--- src/rtl/v3alu_pkg.sv ---
`timescale 1ns / 1ps

package v3alu_pkg;

   // Fixed-point format
   localparam int FRAC_BITS = 16;
   localparam int DATA_W    = 32;
   localparam int MODE_W    = 3;
   localparam int PROD_W    = 2 * DATA_W;
   localparam int AS_W      = DATA_W + 1;
   localparam int ACC_W     = PROD_W + 2;
   localparam int D_W       = PROD_W;

   // Square root: one result bit per stage
   localparam int SQ_STEPS = D_W / 2;
   localparam int SQ_LAT   = SQ_STEPS;

   // Divider: quotient never exceeds 2^FRAC_BITS
   localparam int QUO_W   = FRAC_BITS + 1;
   localparam int NUM_W   = DATA_W + FRAC_BITS;
   localparam int DIV_LAT = QUO_W + 1;

   // Pipeline bookkeeping
   localparam int SIDE_N = SQ_LAT + DIV_LAT;
   localparam int VLD_N  = SIDE_N + 2;
   localparam int MAG_N  = SQ_LAT + 1;

   localparam logic [DATA_W-1:0] THR_RESET = DATA_W'(43);

   typedef enum logic [MODE_W-1:0] {
      MODE_ADD   = 3'd0,
      MODE_SUB   = 3'd1,
      MODE_SCALE = 3'd2,
      MODE_DOT   = 3'd3,
      MODE_CROSS = 3'd4,
      MODE_NORM  = 3'd5,
      MODE_ZTEST = 3'd6
   } mode_type;

   // Products of one lane
   typedef struct packed {
      logic [PROD_W-1:0]        aa;
      logic signed [PROD_W-1:0] mx;
      logic signed [PROD_W-1:0] cp;
      logic signed [PROD_W-1:0] cq;
      logic signed [AS_W-1:0]   as;
      logic [DATA_W-1:0]        mag;
      logic                     neg;
   } lane_prod_type;

   // Finished non-normalize result riding beside the sqrt/divide pipe
   typedef struct packed {
      logic [2:0][DATA_W-1:0] r;
      logic [2:0]             neg;
      logic                   sat;
      logic                   zero;
      logic                   is_norm;
      logic                   norm_ok;
   } side_type;

   typedef struct packed {
      logic [DATA_W-1:0] r_x;
      logic [DATA_W-1:0] r_y;
      logic [DATA_W-1:0] r_z;
      logic              is_zero;
      logic              saturated;
   } result_type;

endpackage

--- src/rtl/v3alu_div.sv ---
`timescale 1ns / 1ps

// Rounded (mag << F) / root, restoring, one quotient bit per stage.
module v3alu_div (
   input  logic                          clock,
   input  logic                          en,
   input  logic [v3alu_pkg::DATA_W-1:0]  mag,
   input  logic [v3alu_pkg::DATA_W-1:0]  root,
   output logic [v3alu_pkg::QUO_W-1:0]   quo
);
   import v3alu_pkg::*;

   logic [NUM_W-1:0]  num_ff;
   logic [DATA_W-1:0] dv0_ff;

   logic [DATA_W-1:0] rem_ff [QUO_W];
   logic [QUO_W-1:0]  low_ff [QUO_W];
   logic [QUO_W-1:0]  quo_ff [QUO_W];
   logic [DATA_W-1:0] dv_ff  [QUO_W];

   logic [DATA_W-1:0] rem_src [QUO_W];
   logic [QUO_W-1:0]  low_src [QUO_W];
   logic [QUO_W-1:0]  quo_src [QUO_W];
   logic [DATA_W-1:0] dv_src  [QUO_W];
   logic [DATA_W:0]   part    [QUO_W];
   logic              ge      [QUO_W];
   logic [DATA_W-1:0] rem_in  [QUO_W];

   always_comb begin
      rem_src[0] = {1'b0, num_ff[NUM_W-1:QUO_W]};
      low_src[0] = num_ff[QUO_W-1:0];
      quo_src[0] = '0;
      dv_src[0]  = dv0_ff;
      for (int j = 1; j < QUO_W; j++) begin
         rem_src[j] = rem_ff[j-1];
         low_src[j] = low_ff[j-1];
         quo_src[j] = quo_ff[j-1];
         dv_src[j]  = dv_ff[j-1];
      end
      for (int j = 0; j < QUO_W; j++) begin
         part[j]   = {rem_src[j], low_src[j][QUO_W-1]};
         ge[j]     = part[j] >= {1'b0, dv_src[j]};
         rem_in[j] = ge[j] ? DATA_W'(part[j] - {1'b0, dv_src[j]}) : part[j][DATA_W-1:0];
      end
   end

   always_ff @(posedge clock) begin
      if (en) begin
         num_ff <= {mag, {FRAC_BITS{1'b0}}} + NUM_W'(root[DATA_W-1:1]);
         dv0_ff <= root;
         for (int j = 0; j < QUO_W; j++) begin
            rem_ff[j] <= rem_in[j];
            low_ff[j] <= low_src[j] << 1;
            quo_ff[j] <= {quo_src[j][QUO_W-2:0], ge[j]};
            dv_ff[j]  <= dv_src[j];
         end
      end
   end

   assign quo = quo_ff[QUO_W-1];
endmodule

--- config.mk ---
export PLATFORM = sky130hd
export DESIGN_NAME = v3alu_div
export DESIGN_NICKNAME = d
export VERILOG_FILES = /design/src/rtl/v3alu_pkg.sv /design/src/rtl/v3alu_div.sv
export SDC_FILE = /design/constraint.sdc
export NUM_CORES = 2
export LEC_CHECK = 0
export BUFFER_PORTS_ARGS = -buffer_cell sky130_fd_sc_hd__buf_2
export CAP_MARGIN = 10
export CORE_MARGIN = 2
export CORE_UTILIZATION = 60
export CTS_CLUSTER_DIAMETER = 30
export DETAILED_ROUTE_END_ITERATION = 8
export GPL_ROUTABILITY_DRIVEN = 0
export GPL_TIMING_DRIVEN = 0
export HOLD_SLACK_MARGIN = 0.15
export PLACE_DENSITY = 0.76
export SLEW_MARGIN = 20
export SYNTH_ARGS = -nofsm -noshare
export SYNTH_HDL_FRONTEND = slang
export SYNTH_SLANG_ARGS = --single-unit
export TNS_END_PERCENT = 10
--- constraint.sdc ---
create_clock -name clock -period 9.6 [get_ports clock]
set_input_delay 1.44 -clock clock [delete_from_list [all_inputs] [get_ports clock]]
set_output_delay 1.44 -clock clock [all_outputs]
set_load 0.02 [all_outputs]
==> flow_summary.ini <==
[global_routing]
grt_pass1_wl_mm = 264.0
grt_max_degree = 153
grt_usage_pct = 27.36
antenna_found_initial = 2
grt_overflow = 0
grt_pass1_vias = 52330

[logic_synthesis]
syn_inst = 6361
synth_seq_area_share_pct = 51.51
synth-seq-cells = 1241
ys.flop_type = edfxtp_1
synth-edff-count = 1241
syn_area_mm2 = 0.07234
ys_types = 95
async_reset_ff_share_pct = 0
synth_warnings = 0
synth_area_per_cell_um2 = 11.37
syn_nets = 7003

[sta]
rsz0062_at_grt = no
period_share_pct = 51.16
skew_ps = 63.22
max_freq_ghz = 0.2036
worst_slew_pin_slew_ps = 909.6
hold_violations = 0
max-slew-margin-rel_pct = 38.80
setup_violations = 0
layout_min_cycle_time_ps = 4911
whs_ps = 401.1
slew_violations = 0
tns_ps = 0

[cts]
root_buffer = clkbuf_16
clock_sinks = 1241
cts_resized = 0
cts.clk_slew.worst_paths_ps = 50
cts_hold_buf = 0
cts_tree = built
cts_buffer_depth = 4
numCtsBuffers = 289
htree_num_levels = 5
cts_setup_buffers = 0
insertion_delay_ps = 890

[power]
ir_drop_mv = 0.2522
finalPower_mw = 31.74
p_leak_nw = 35.54
combPwrFrac_pct = 41.7
p_sw_share_pct = 35.29
cellPowerDensity_mw_per_mm2 = 375.1
clockPowerShare_pct = 30.0
p_switching_mw = 11.20
p_seq_share_pct = 28.3
p_int_mw = 20.54

[finish]
drive_gt1_share_pct = 13.38
n_fill_cell = 8009
multiInputGateArea_mm2 = 0.03173
area_growth_pct = 16.97
final_nets = 7388
seq_area_mm2 = 0.03727

[placement]
portBuffers = 82
dp_hpwl_mm = 124.3

[die]
coreArea_mm2 = 0.1198
fp.dieW_um = 351.2
io_pins = 83
num_rows = 127
fp.dieH_um = 351.2
dieArea_mm2 = 0.1234
start_util_pct = 60.38

[critical_path]
endpoint_kind = register
cpMaxStageDelayCell = clkbuf_1
path_cells = ha_1 -> and4_1 -> and2_0 -> a221o_1 -> nor2_1 -> o311ai_1 -> a41oi_1 -> o31ai_1 -> o21ai_1 -> buf_2 -> clkbuf_1 -> o21ai_0
critPathKind = register to register
start_kind = register
required_ps = 10180
cp.arrival_ps = 5490
crit_fanout = 10
max_stage_delay_ps = 720

[route]
first_pass_iters = 6
via_per_inst = 5.906
drt_iter0_drc = 3617
antenna_left = 0
drt-total-wl_mm = 168.9
drt-wirelength-per-cell_um = 19.72
vias = 50580
drc_errors = 0

[min_path]
hp-class = register to register

[job]
maxCapViolCount = 0

[status]
status = finished clean
[sequential cells by signal, indices dropped and copies added, names as in the netlist]
name,count
num_ff,48
rem_ff,512
dv_ff,512
quo_ff,153
dv0_ff,16
[final timing paths]
check | endpoint | from | cells past startpoint | slack (ps)
worst min-delay path | quo_ff[0][125] | quo_ff[0][107] | 0 | 400
worst min register to register | quo_ff[0][125] | quo_ff[0][107] | 0 | 400
worst max-delay path | rem_ff[0][64] | rem_ff[0][41] | 12 | 4690
worst max register to register | rem_ff[0][64] | rem_ff[0][41] | 12 | 4690
[critical path: cells and delay by family (launching register included)]
kind,cells,cell delay [ps]
buffers and inverters,2,1140
adder cells (fa/ha/maj),1,390
AND/OR/NAND/NOR,3,710
AO/OA/AOI/OAI,6,1940
flip-flops,1,410
[cell usage in the layout, fill, tap and decap left out, drive strengths merged, types with 61 or more instances in the layout]
cell    Yosys  final
a21oi     496    496
nor2      295    295
a21o      300    300
o21a       62     62
nor3       67     67
a31oi      61     61
nand4     103    103
clkinv      0     84
xor2      165    165
clkbuf     96    426
inv       673    694
nand2     402    402
nand3     100    100
nor2b      64     64
nand2b     71     71
xnor2     294    294
edfxtp   1241   1241
o21ai     367    367
mux2      301    301
ha        559    559
buf        66    160
[cell type report]
cell class	count	share of cell area, %
Buffer	162	0.9907
Antenna cell	2	0.005915
Tap cell	1612	2.384
Inverter	673	2.985
Clock buffer	330	8.955
Timing Repair Buffer	94	0.8694
Multi-Input combinational cell	4285	37.50
Sequential cell	1241	44.04
Clock inverter	166	2.270
[per-layer routing]
| layer | global-route usage, % | vias up | part of all wire, % |
|---|---|---|---|
| li1 | - | 24250 | - |
| met1 | 24.65 | 24000 | 33 |
| met2 | 52.96 | 1608 | 54 |
| met3 | 4.246 | 714 | 3.9 |
| met4 | 22.74 | 4 | 8.9 |
| met5 | 0 | - | 0.012 |
[synthesized netlist by cell type (59+ instances only)]
library cell  number  share of area (%)
edfxtp_1        1241                 52
inv_1            673                3.5
ha_1             559                9.7
a21oi_1          493                3.4
nand2_1          402                2.1
o21ai_0          342                2.4
a21o_1           300                3.1
xnor2_1          294                3.6
nor2_1           293                1.5
mux2_2           252                3.9
xor2_1           165                2.0
nand4_1          103               0.89
nand3_1          100               0.69
clkbuf_1          95               0.49
nand2b_1          71               0.61
nor2b_1           64               0.55
nor3_1            64               0.44
o21a_1            62               0.64
a31oi_1           60               0.52
o21bai_1          59               0.61
[power by group through the flow]
| stage | sequential (mW) | clock (mW) | combinational, mW |
|---|---|---|---|
| 6_report | 8.98 | 9.54 | 13.2 |
| 5_1_grt | 9.11 | 9.89 | 14.4 |
| 4_1_cts | 8.96 | 9.62 | 13.0 |
| 3_5_place_dp | 9.02 | 0 | 12.8 |
| 3_3_place_gp | 9.18 | 0 | 12.4 |
| 2_1_floorplan | 8.66 | 0 | 9.90 |
[kinds of logic after synthesis]
logic type / Yosys count / share of synthesized area (%)
compound gates: 1638 / 14.42
simple gates: 1290 / 8.620
flops: 1241 / 51.51
buf+inv: 835 / 4.651
fa+ha+maj: 576 / 10.14
xor+xnor: 459 / 5.557
mux: 322 / 5.100
[stage by stage]
stage | setup WS [ps] | util (%) | cells | cell area [µm²]
after global routing | 4429 | 70.62 | 8563 | 84610
after global placement | -11450 | 62.41 | 8055 | 74770
after CTS | 4694 | 70.62 | 8563 | 84610
final | 4689 | 70.63 | 8565 | 84620
after detailed placement | 3801 | 62.69 | 8067 | 75110
after floorplan | 5295 | - | 6361 | 72340
No activity file was read; power rests on OpenSTA's default activity.
